$ cat src/swtl_pkg.sv
// Shared types and constants for the sorted word table lookup block.
package swtl_pkg;

   localparam int DEPTH_DEFAULT      = 1024;
   localparam int WORD_CHARS_DEFAULT = 16;

   localparam int WORD_BITS     = 128;
   localparam int CATEGORY_BITS = 6;
   localparam int POS_W         = 11;
   localparam int ENABLE_BITS   = 64;

   // APB-style register port: one 64-bit register at byte address 0
   localparam int CSR_ADDR_W = 4;
   localparam int CSR_DATA_W = 64;
   localparam logic CSR_IDX_CATEGORY_ENABLE = 1'b0;
   localparam logic [CSR_DATA_W-1:0] CATEGORY_ENABLE_RESET = 64'h1;

   typedef enum logic [1:0] {
      CMD_CLEAR  = 2'd0,
      CMD_APPEND = 2'd1,
      CMD_LOOKUP = 2'd2
   } cmd_type;

   typedef enum logic [2:0] {
      STAT_DONE      = 3'd0,
      STAT_MATCH     = 3'd1,
      STAT_DISABLED  = 3'd2,
      STAT_NOT_FOUND = 3'd3,
      STAT_FULL      = 3'd4
   } status_type;

   typedef enum logic {
      FSM_IDLE,
      FSM_LOOKUP
   } state_type;

   typedef struct packed {
      cmd_type     command;
      logic [63:0] word_high;
      logic [63:0] word_low;
      logic [5:0]  entry_category;
   } req_type;

   typedef struct packed {
      status_type        status;
      logic [POS_W-1:0]  position;
   } rsp_type;

   typedef struct packed {
      logic [WORD_BITS-1:0]     word;
      logic [CATEGORY_BITS-1:0] category;
   } entry_type;

   typedef struct packed {
      logic wr_en;
      logic rd_en;
   } mem_ctl_type;

endpackage

$ cat src/swtl_ctrl.sv
// Command sequencer: clear, append and one-probe-per-cycle binary search.
module swtl_ctrl #(
   parameter int DEPTH      = swtl_pkg::DEPTH_DEFAULT,
   parameter int WORD_CHARS = swtl_pkg::WORD_CHARS_DEFAULT
) (
   input  logic                                clock,
   input  logic                                reset,
   input  logic                                start,
   output logic                                busy,
   input  swtl_pkg::req_type                   req_item,
   input  logic [swtl_pkg::ENABLE_BITS-1:0]    category_enable,
   output swtl_pkg::mem_ctl_type               mem_ctl,
   output logic [$clog2(DEPTH)-1:0]            wr_addr,
   output swtl_pkg::entry_type                 wr_data,
   output logic [$clog2(DEPTH)-1:0]            rd_addr,
   input  swtl_pkg::entry_type                 rd_data,
   output logic                                rsp_strobe,
   output swtl_pkg::rsp_type                   rsp_item
);

   localparam int AW = $clog2(DEPTH);
   localparam int CW = $clog2(DEPTH + 1);
   localparam int PW = swtl_pkg::POS_W;
   localparam int WB = swtl_pkg::WORD_BITS;
   localparam logic [CW-1:0] FULL_COUNT = CW'(DEPTH);
   // keep the first WORD_CHARS characters, zero the rest
   localparam logic [WB-1:0] KEY_MASK = ~({WB{1'b1}} >> (8 * WORD_CHARS));

   swtl_pkg::state_type state_ff, state_in;
   logic [CW-1:0]       count_ff, count_in;
   logic [CW-1:0]       lo_ff, lo_in;
   logic [CW-1:0]       hx_ff, hx_in;   // exclusive upper bound
   logic [AW-1:0]       mid_ff, mid_in;
   logic                pend_ff, pend_in;
   logic [WB-1:0]       key_ff, key_in;
   logic                rsp_valid_ff, rsp_valid_in;
   swtl_pkg::rsp_type   rsp_ff, rsp_in;

   logic [WB-1:0] key_masked;
   logic          stored_lt;
   logic          stored_eq;
   logic          hit;
   logic          cat_on;
   logic [CW-1:0] mid_ext;
   logic [CW-1:0] mid_plus1;
   logic          cond_lt;
   logic          cond_gt;
   logic [CW:0]   sum_init;
   logic [CW:0]   sum_lt;
   logic [CW:0]   sum_gt;
   logic          go_on;
   logic [CW-1:0] lo_next;
   logic [CW-1:0] hx_next;
   logic [AW-1:0] mid_next;
   logic          search_done;

   assign key_masked = {req_item.word_high, req_item.word_low} & KEY_MASK;

   assign stored_lt = rd_data.word < key_ff;
   assign stored_eq = rd_data.word == key_ff;
   assign hit       = pend_ff && stored_eq;
   assign cat_on    = category_enable[rd_data.category];

   // both candidate next probes are formed alongside the compare
   assign mid_ext   = CW'(mid_ff);
   assign mid_plus1 = mid_ext + CW'(1);
   assign cond_lt   = mid_plus1 < hx_ff;
   assign cond_gt   = lo_ff < mid_ext;
   assign sum_init  = (CW+1)'(lo_ff) + (CW+1)'(hx_ff) - (CW+1)'(1);
   assign sum_lt    = (CW+1)'(mid_ext) + (CW+1)'(hx_ff);
   assign sum_gt    = (CW+1)'(lo_ff) + (CW+1)'(mid_ext) - (CW+1)'(1);

   always_comb begin
      priority if (!pend_ff) begin
         go_on    = lo_ff < hx_ff;
         lo_next  = lo_ff;
         hx_next  = hx_ff;
         mid_next = sum_init[AW:1];
      end else if (stored_lt) begin
         go_on    = cond_lt;
         lo_next  = mid_plus1;
         hx_next  = hx_ff;
         mid_next = sum_lt[AW:1];
      end else begin
         go_on    = cond_gt;
         lo_next  = lo_ff;
         hx_next  = mid_ext;
         mid_next = sum_gt[AW:1];
      end
   end

   assign search_done = hit || !go_on;

   // next state
   always_comb begin
      state_in = state_ff;
      unique case (state_ff)
         swtl_pkg::FSM_IDLE: begin
            if (start && req_item.command == swtl_pkg::CMD_LOOKUP) begin
               state_in = swtl_pkg::FSM_LOOKUP;
            end
         end
         swtl_pkg::FSM_LOOKUP: begin
            if (search_done) begin
               state_in = swtl_pkg::FSM_IDLE;
            end
         end
         default: state_in = swtl_pkg::FSM_IDLE;
      endcase
   end

   // datapath and memory control
   always_comb begin
      mem_ctl      = '0;
      wr_addr      = count_ff[AW-1:0];
      wr_data      = '{word: key_masked, category: req_item.entry_category};
      rd_addr      = mid_next;
      count_in     = count_ff;
      lo_in        = lo_ff;
      hx_in        = hx_ff;
      mid_in       = mid_ff;
      pend_in      = pend_ff;
      key_in       = key_ff;
      rsp_valid_in = 1'b0;
      rsp_in       = rsp_ff;
      unique case (state_ff)
         swtl_pkg::FSM_IDLE: begin
            if (start) begin
               key_in       = key_masked;
               rsp_valid_in = 1'b1;
               rsp_in       = '{status: swtl_pkg::STAT_DONE, position: '0};
               unique case (req_item.command)
                  swtl_pkg::CMD_CLEAR: begin
                     count_in = '0;
                  end
                  swtl_pkg::CMD_APPEND: begin
                     rsp_in.position = PW'(count_ff);
                     if (count_ff == FULL_COUNT) begin
                        rsp_in.status = swtl_pkg::STAT_FULL;
                     end else begin
                        mem_ctl.wr_en = 1'b1;
                        count_in      = count_ff + CW'(1);
                     end
                  end
                  swtl_pkg::CMD_LOOKUP: begin
                     rsp_valid_in = 1'b0;
                     lo_in        = '0;
                     hx_in        = count_ff;
                     pend_in      = 1'b0;
                  end
                  default: ;
               endcase
            end
         end
         swtl_pkg::FSM_LOOKUP: begin
            if (hit) begin
               rsp_valid_in = 1'b1;
               rsp_in = '{status: cat_on ? swtl_pkg::STAT_MATCH : swtl_pkg::STAT_DISABLED,
                          position: PW'(mid_ff)};
               pend_in = 1'b0;
            end else if (go_on) begin
               mem_ctl.rd_en = 1'b1;
               mid_in        = mid_next;
               lo_in         = lo_next;
               hx_in         = hx_next;
               pend_in       = 1'b1;
            end else begin
               rsp_valid_in = 1'b1;
               rsp_in = '{status: swtl_pkg::STAT_NOT_FOUND, position: PW'(lo_next)};
               pend_in = 1'b0;
            end
         end
         default: ;
      endcase
   end

   always_ff @(posedge clock) begin
      if (reset) begin
         state_ff     <= swtl_pkg::FSM_IDLE;
         count_ff     <= '0;
         pend_ff      <= 1'b0;
         rsp_valid_ff <= 1'b0;
      end else begin
         state_ff     <= state_in;
         count_ff     <= count_in;
         pend_ff      <= pend_in;
         rsp_valid_ff <= rsp_valid_in;
      end
   end

   always_ff @(posedge clock) begin
      lo_ff  <= lo_in;
      hx_ff  <= hx_in;
      mid_ff <= mid_in;
      key_ff <= key_in;
      rsp_ff <= rsp_in;
   end

   assign busy       = state_ff != swtl_pkg::FSM_IDLE;
   assign rsp_strobe = rsp_valid_ff;
   assign rsp_item   = rsp_ff;

endmodule

$ cat config.mk
export PLATFORM = sky130hd
export DESIGN_NAME = swtl_ctrl
export DESIGN_NICKNAME = d
export VERILOG_FILES = /design/src/swtl_pkg.sv /design/src/swtl_ctrl.sv
export SDC_FILE = /design/constraint.sdc
export NUM_CORES = 1
export LEC_CHECK = 0
export BUFFER_PORTS_ARGS = -buffer_cell sky130_fd_sc_hd__buf_2
export CAP_MARGIN = 20
export CELL_PAD_IN_SITES_DETAIL_PLACEMENT = 0
export CELL_PAD_IN_SITES_GLOBAL_PLACEMENT = 1
export CORE_UTILIZATION = 35
export CTS_CLUSTER_DIAMETER = 80
export DETAILED_ROUTE_END_ITERATION = 10
export GPL_ROUTABILITY_DRIVEN = 0
export PLACE_DENSITY_LB_ADDON = 0.1
export SYNTH_ARGS = -nofsm -noshare
export SYNTH_HDL_FRONTEND = slang
export SYNTH_SLANG_ARGS = --single-unit
$ cat constraint.sdc
create_clock -name clock -period 3.8 [get_ports clock]
set_clock_uncertainty 0.15 [all_clocks]
set_input_delay 0 -clock clock [delete_from_list [all_inputs] [get_ports clock]]
set_output_delay 0 -clock clock [all_outputs]
set_load 0.01 [all_outputs]
==> impl_summary.txt, run 1 <==
----------------------------------------------------
[Outcome]
  Outcome ... completed

[Route]
  Number of vias per cell ... 4.72
  Routed wire length ... 43900 µm
  WL per Instance ... 18.1 µm
  Number of remaining DRC errors ... 0
  Detailed Routing Iterations Pass 1 ... 5
  Total vias in the final route ... 11.4k
  Antenna-violating nets left ... 0
  Detailed Route Iter0 Violations ... 507

[Timing]
  Period utilization ... 97.4%
  Setup repair after global routing missed its margin ... yes
  Worst slew slack as a fraction of its limit ... 51.0%
  Final worst path period need ... 3.70 ns
  Achievable clock frequency ... 0.270 GHz
  Total count of max-transition violations in the final report ... 0
  Slew at the pin closest to its max-slew limit ... 0.733 ns
  Final worst setup slack ... 0.0978 ns
  Total setup violations reported at the end of the flow ... 0
  Endpoints failing hold ... 0

[CTS]
  Num CTS Buffers ... 17
  CTS Sinks ... 188
  Clock buffer depth ... 2
  H-tree levels ... 4
  CTS tree ... done
  Clock insertion delay at the later pin of the skew report ... 0.45 ns
  Root cell of the clock tree ... sky130_fd_sc_hd__clkbuf_16
  CTS clk-pin slew, worst paths ... 0.08 ns

[Synthesis]
  Count of flip-flops with a built-in enable after synthesis ... 174
  Synth Instances ... 1326
  Area of the mapped netlist ... 13900 µm²
  Post-synth ARST share ... 0%
  Count of yosys warnings during synthesis ... 0
  Flip-flop cell with the highest count after synthesis ... sky130_fd_sc_hd__edfxtp_1
  Post-synthesis average cell area ... 10.5 µm²
  Net count after synthesis ... 1871
  Post-synthesis cell type count ... 71
  Seq cells post-synth ... 188
  Sequential fraction of the synthesis area ... 39.7%

[Floorplanning]
  Die outline area ... 40400 µm²
  Chip width ... 201 µm
  Core footprint ... 38900 µm²
  Top-level port count ... 509
  Starting utilization of the core area ... 35.7%
  Total number of placement rows ... 72
  Die Y-Extent ... 201 µm

[Cells and area]
  Final Instance Area ... 18800 µm²
  Utilization after layout ... 48.4%
  Synth-to-Final Area Change ... 35.8%
  Post-layout net count ... 2433
  Multi-input logic area ... 6720 µm²
  Number of fillers in the final layout ... 3695
  Proportion of layout cells with a drive suffix above 1 ... 36.5%
  Storage cell area ... 5510 µm²

[Hold path]
  Worst Hold Path EP ... key_ff[14]
  Cell count of the worst hold path ... 2
  Startpoint of the most critical hold path ... req_item[20]
  Kind of path behind the tightest hold check ... input pin to flip-flop

[Worst setup path]
  Flop-to-flop setup slack ... 0.16 ns
  Crit start category ... flip-flop
  R2r startpoint ... key_ff[75]
  Arrival time at the worst endpoint ... 3.55 ns
  Crit-path max FO ... 8
  Required time of the critical path ... 3.65 ns
  Setup Crit Path Kind ... flip-flop to output port
  Worst flop-to-flop path endpoint ... mid_ff[8]
  Endpoint kind of the worst setup timing path ... output port
  Crit path launch ... key_ff[75]
  Cell depth of the worst flop-to-flop path ... 15

[Place]
  Placed inst area ... 16300 µm²
  Port-buffer cells ... 496
  HPWL after detailed placement ... 36000 µm
  Worst-case setup slack after placement ... 0.0240 ns

[Pwr]
  Cell area power density ... 336 nW/µm²
  Leakage Power ... 8.95 nW
  Total chip power ... 6.33 mW
  Maximum VDD drop ... 304 µV

[GRT]
  Overall overflow remaining after global route ... 0
  Maximum number of pins on one net before global-route repair ... 47
  Antenna violations before repair ... 7
  Vias in the first global route ... 11.7k
  Total routing usage reported by global routing ... 21.8%
  Wire length of the first global-routing pass ... 66600 µm

[Flow run]
  Max-cap violations ... 0

----------------------------------------------------
## final cells by class
cell class / instances / area share, %
Timing Repair Buffer: 706 / 24.0
Clock inverter: 15 / 1.23
Antenna cell: 1 / 0.0133
Clock buffer: 17 / 2.26
Sequential cell: 188 / 29.2
Tap cell: 518 / 3.44
Inverter: 208 / 4.16
Multi-Input combinational cell: 767 / 35.7
## registers in the layout, indices dropped and copies added, names as in the netlist
signal      flops
hx_ff          11
mid_ff         10
count_ff       11
lo_ff          11
key_ff        128
rsp_strobe      1
pend_ff         1
busy            1
rsp_item       14
## worst max path at each step
stage,end,slack [ns],cells after the start
after CTS,rd_addr[1],0.01,15
after detailed placement,lo_ff[6],0.02,15
final,rd_addr[6],0.1,13
after global routing,rd_addr[6],-0.10,13
after floorplan,lo_ff[0],0.21,13
after global placement,lo_ff[9],0.03,15
## kinds of logic (layout without fill, tap and decap cells)
group | Yosys count | after routing | share of synthesized area (%)
buffers and inverters | 371 | 946 | 14.1
and+or+nand+nor | 256 | 256 | 9.87
AOI/OAI and AO/OA | 221 | 221 | 9.92
adders and majority gates | 208 | 208 | 18.9
DFF | 188 | 188 | 39.7
muxes | 43 | 43 | 5.07
xor gates and xnor gates | 39 | 39 | 2.46
other | 0 | 1 | 0
## layer usage
| metal | global-route usage [%] | part of all wire [%] |
|---|---|---|
| met5 | 0 | 0.14 |
| met4 | 6.60 | 2.1 |
| met3 | 4.03 | 3.9 |
| met2 | 39.1 | 51 |
| met1 | 26.3 | 42 |
## cell usage after synthesis, types with 8 or more instances
library cell,number,area (µm²)
sky130_fd_sc_hd__inv_1,208,781
sky130_fd_sc_hd__ha_1,205,2560
sky130_fd_sc_hd__edfxtp_1,174,5230
sky130_fd_sc_hd__buf_4,145,1090
sky130_fd_sc_hd__a21oi_1,88,440
sky130_fd_sc_hd__nand2_1,48,180
sky130_fd_sc_hd__nor2_1,43,161
sky130_fd_sc_hd__nand4_1,32,200
sky130_fd_sc_hd__o21ai_0,31,155
sky130_fd_sc_hd__nand3_1,29,145
sky130_fd_sc_hd__xnor2_1,24,210
sky130_fd_sc_hd__nor2b_1,22,138
sky130_fd_sc_hd__mux4_2,21,473
sky130_fd_sc_hd__nor3_1,18,90.1
sky130_fd_sc_hd__a21o_1,17,128
sky130_fd_sc_hd__o21ai_1,17,85.1
sky130_fd_sc_hd__nor4_1,16,100
sky130_fd_sc_hd__xor2_1,15,131
sky130_fd_sc_hd__clkbuf_1,14,52.6
sky130_fd_sc_hd__dfxtp_1,14,280
sky130_fd_sc_hd__mux2i_1,14,140
sky130_fd_sc_hd__a211oi_1,11,82.6
sky130_fd_sc_hd__a22oi_1,10,75.1
sky130_fd_sc_hd__nand2b_1,9,56.3
sky130_fd_sc_hd__mux2_2,8,90.1
## through the flow
stage	std cells	hold slack (ns)	setup TNS (ns)
floorplan	1326	-0.0809	0
detailed placement	2230	-0.150	0
global route	2420	0.0873	-0.264
finish	2420	0.111	0
global placement	2230	-0.150	0
CTS	2415	0.0831	0
## power breakdown
| group | internal (mW) | switching (mW) | leakage, nW |
|---|---|---|---|
| clock network | 1.13 | 0.906 | 0.324 |
| logic | 0.868 | 0.953 | 6.83 |
| registers | 2.42 | 0.0473 | 1.80 |
| total | 4.42 | 1.91 | 8.95 |
## repair_timing
action	in CTS	in global routing
setup buffers	12	5
gates resized for setup	34	39
pin swaps	10	12
hold buffers	141	0
endpoints found under the hold margin	151	0
setup endpoints to repair	14	38
## layout by cell type, fill, tap and decap left out, drive strengths merged, types with 5 or more instances in the layout
cell / instances
nand2b: 9
ha: 205
o21a: 6
nand4: 32
a21o: 17
nor3: 19
a221oi: 5
o21ai: 48
nor2b: 22
xnor2: 24
a22oi: 10
dlygate4sd3: 141
or4: 5
or2: 7
clkbuf: 17
mux2: 8
buf: 565
nand2: 50
inv: 214
mux2i: 14
mux4: 21
nor4: 17
dfxtp: 14
o211ai: 6
nand3: 29
a21oi: 88
xor2: 15
a211oi: 11
nor2: 44
edfxtp: 174
## critical path, stage by stage (launching register included)
cell and delay, ns:
sky130_fd_sc_hd__edfxtp_1 0.33, sky130_fd_sc_hd__inv_1 0.06, sky130_fd_sc_hd__ha_4 0.27, sky130_fd_sc_hd__nand4_1 0.18, sky130_fd_sc_hd__nor4_4 0.33, sky130_fd_sc_hd__nand2_2 0.15, sky130_fd_sc_hd__or3_4 0.38, sky130_fd_sc_hd__or4_4 0.46
sky130_fd_sc_hd__o221a_4 0.15, sky130_fd_sc_hd__buf_6 0.13, sky130_fd_sc_hd__nand2_8 0.10, sky130_fd_sc_hd__mux2i_2 0.26, sky130_fd_sc_hd__a21oi_2 0.10, sky130_fd_sc_hd__buf_2 0.17
Power figures use the tool's default switching activity.
==> run 2: changes to the inputs <==
--- a/config.mk
+++ b/config.mk
@@ -14,6 +14,7 @@
 export DETAILED_ROUTE_END_ITERATION = 10
 export GPL_ROUTABILITY_DRIVEN = 0
 export PLACE_DENSITY_LB_ADDON = 0.1
+export REMOVE_ABC_BUFFERS = 1
 export SYNTH_ARGS = -nofsm -noshare
 export SYNTH_HDL_FRONTEND = slang
 export SYNTH_SLANG_ARGS = --single-unit
==> run 2 against run 1 <==
Critical path depth up 5. Die area is the same. Cell count shrank 0.17%. Global-route usage increased by 1.0 points. Non-clock buffer count shrank 11. Via count increased by 0.94%. Highest routed layer unchanged.
==> impl_summary.txt, run 2 (same netlist as run 1, synthesis figures left out) <==
----------------------------------------------------
[Outcome]
  Outcome ... completed

[Pwr]
  Maximum VDD drop ... 269 µV
  Leakage Power ... 8.89 nW
  Cell area power density ... 333 nW/µm²
  Total chip power ... 6.22 mW

[CTS]
  H-tree levels ... 4
  Num CTS Buffers ... 17
  CTS clk-pin slew, worst paths ... 0.08 ns
  Root cell of the clock tree ... sky130_fd_sc_hd__clkbuf_16
  Clock insertion delay at the later pin of the skew report ... 0.46 ns
  Clock buffer depth ... 2
  CTS Sinks ... 188
  CTS tree ... done

[Floorplanning]
  Starting utilization of the core area ... 35.7%
  Total number of placement rows ... 72
  Core footprint ... 38900 µm²
  Chip width ... 201 µm
  Top-level port count ... 509
  Die Y-Extent ... 201 µm
  Die outline area ... 40400 µm²

[Worst setup path]
  Cell type with the highest occurrence count on the critical path ... sky130_fd_sc_hd__buf_4
  Required time of the critical path ... 3.65 ns
  Worst path max stage delay ... 0.38 ns
  Endpoint kind of the worst setup timing path ... output port
  Crit path cell chain ... inv_2 > nor3_2 > buf_4 > nand3_4 > buf_6 > nor2_4 > xnor2_2 > ha_1 > a211oi_2 > nand2_1 > or2_2 > o211a_1 > nand3_2 > o21bai_1 > or2_1 > buf_4 > inv_1 > buf_2
  Setup Crit Path Kind ... flip-flop to output port
  Crit-path max FO ... 2
  Number of buffers and inverters on the critical path ... 6
  Cell type of the slowest stage on the worst timing path ... sky130_fd_sc_hd__edfxtp_1
  Kind of cell adding the most delay to the critical path ... simple AND/OR/NAND/NOR gates
  Crit start category ... flip-flop
  Arrival time at the worst endpoint ... 3.54 ns

[Timing]
  Slew at the pin closest to its max-slew limit ... 0.521 ns
  Final worst setup slack ... 0.112 ns
  Setup repair after global routing missed its margin ... yes
  Achievable clock frequency ... 0.271 GHz
  Final hold slack ... 0.107 ns
  Total setup violations reported at the end of the flow ... 0
  Worst slew slack as a fraction of its limit ... 65.3%
  Total count of max-transition violations in the final report ... 0
  Final worst path period need ... 3.69 ns
  Period utilization ... 97.1%
  Endpoints failing hold ... 0

[GRT]
  Overall overflow remaining after global route ... 0
  Total routing usage reported by global routing ... 22.8%
  Wire length of the first global-routing pass ... 68900 µm
  Antenna violations before repair ... 13
  Vias in the first global route ... 11.7k
  Maximum number of pins on one net before global-route repair ... 47

[Route]
  Routed wire length ... 46300 µm
  Total vias in the final route ... 11.5k
  Antenna-violating nets left ... 0
  Number of vias per cell ... 4.77
  WL per Instance ... 19.2 µm
  Number of remaining DRC errors ... 0
  Detailed Routing Iterations Pass 1 ... 5
  Detailed Route Iter0 Violations ... 614

[Place]
  Inst Count DP ... 2224
  Port-buffer cells ... 496
  HPWL after detailed placement ... 37800 µm
  Placed inst area ... 16300 µm²
  Worst-case setup slack after placement ... 0.00609 ns

[Flow run]
  Max-cap violations ... 0

[Cells and area]
  Post-layout net count ... 2422
  Final Instance Area ... 18700 µm²
  Largest register by flop count ... key_ff
  Number of flip-flops in the largest register ... 128
  Synth-to-Final Area Change ... 34.7%
  Most common cell after layout, fill and taps aside ... sky130_fd_sc_hd__buf_2
  Top library cells by usage in the layout, fill and taps aside ... sky130_fd_sc_hd__buf_2, sky130_fd_sc_hd__inv_1, sky130_fd_sc_hd__ha_1, sky130_fd_sc_hd__edfxtp_1, sky130_fd_sc_hd__dlygate4sd3_1
  Proportion of layout cells with a drive suffix above 1 ... 36.0%
  Number of cells in the finished layout apart from fillers ... 2416

[Hold path]
  Kind of path behind the tightest hold check ... input pin to flip-flop

----------------------------------------------------
-- run 2: power breakdown --
group	internal, mW	total [mW]	leakage, nW	switching (mW)
Combinational	0.805	1.73	6.77	0.923
Sequential	2.42	2.47	1.80	0.0528
Clock	1.08	2.02	0.314	0.947
-- run 2: per-layer routing --
metal | vias to the layer above | GRT usage, % | routed length (µm)
met5 | - | 0 | 28
met4 | 4 | 8.59 | 1220
met3 | 60 | 5.07 | 2690
met2 | 372 | 39.3 | 22700
met1 | 5398 | 27.7 | 19700
li1 | 5693 | - | -
-- run 2: final timing paths --
kind,from,endpoint,slack (ns),cells past startpoint
worst min register to register,count_ff[10],count_ff[10],0.44,2
worst max-delay path,mid_ff[4],mem_ctl[0],0.11,18
worst max register to register,mid_ff[4],lo_ff[3],0.20,17
worst min-delay path,req_item[58],key_ff[52],0.11,2
-- run 2: final cells by class --
type                    instances  area, µm²
fillers                      3758      20200
clock inverters                15        229
clock buffers                  17        425
multi-input cells             767       6670
inverters                     208        786
well taps                     518        648
flip-flops and latches        188       5510
diodes                          8       20.0
repair buffers                695       4400
-- run 2: per-stage QoR --
step	utilization (%)	setup TNS, ns
after global placement	41.8	0
after CTS	47.3	0
after detailed placement	41.8	0
after floorplan	-	-31.88
final	48.0	0
after global routing	48.0	-0.305
-- run 2: worst reg2reg max path: cells and delay by family (launching register included) --
kind / cells / cell delay, ns
AND/OR/NAND/NOR: 8 / 1.11
buffers and inverters: 4 / 0.51
AO/OA/AOI/OAI: 3 / 0.76
XOR/XNOR: 1 / 0.13
flip-flops: 1 / 0.38
adder cells (fa/ha/maj): 1 / 0.28
-- run 2: timing repair --
action	CTS	global route
hold buffers	140	0
hold endpoints to repair	151	0
endpoints found under the setup margin	22	36
pin swaps	5	17
resized for setup	18	43
setup buffers	3	9
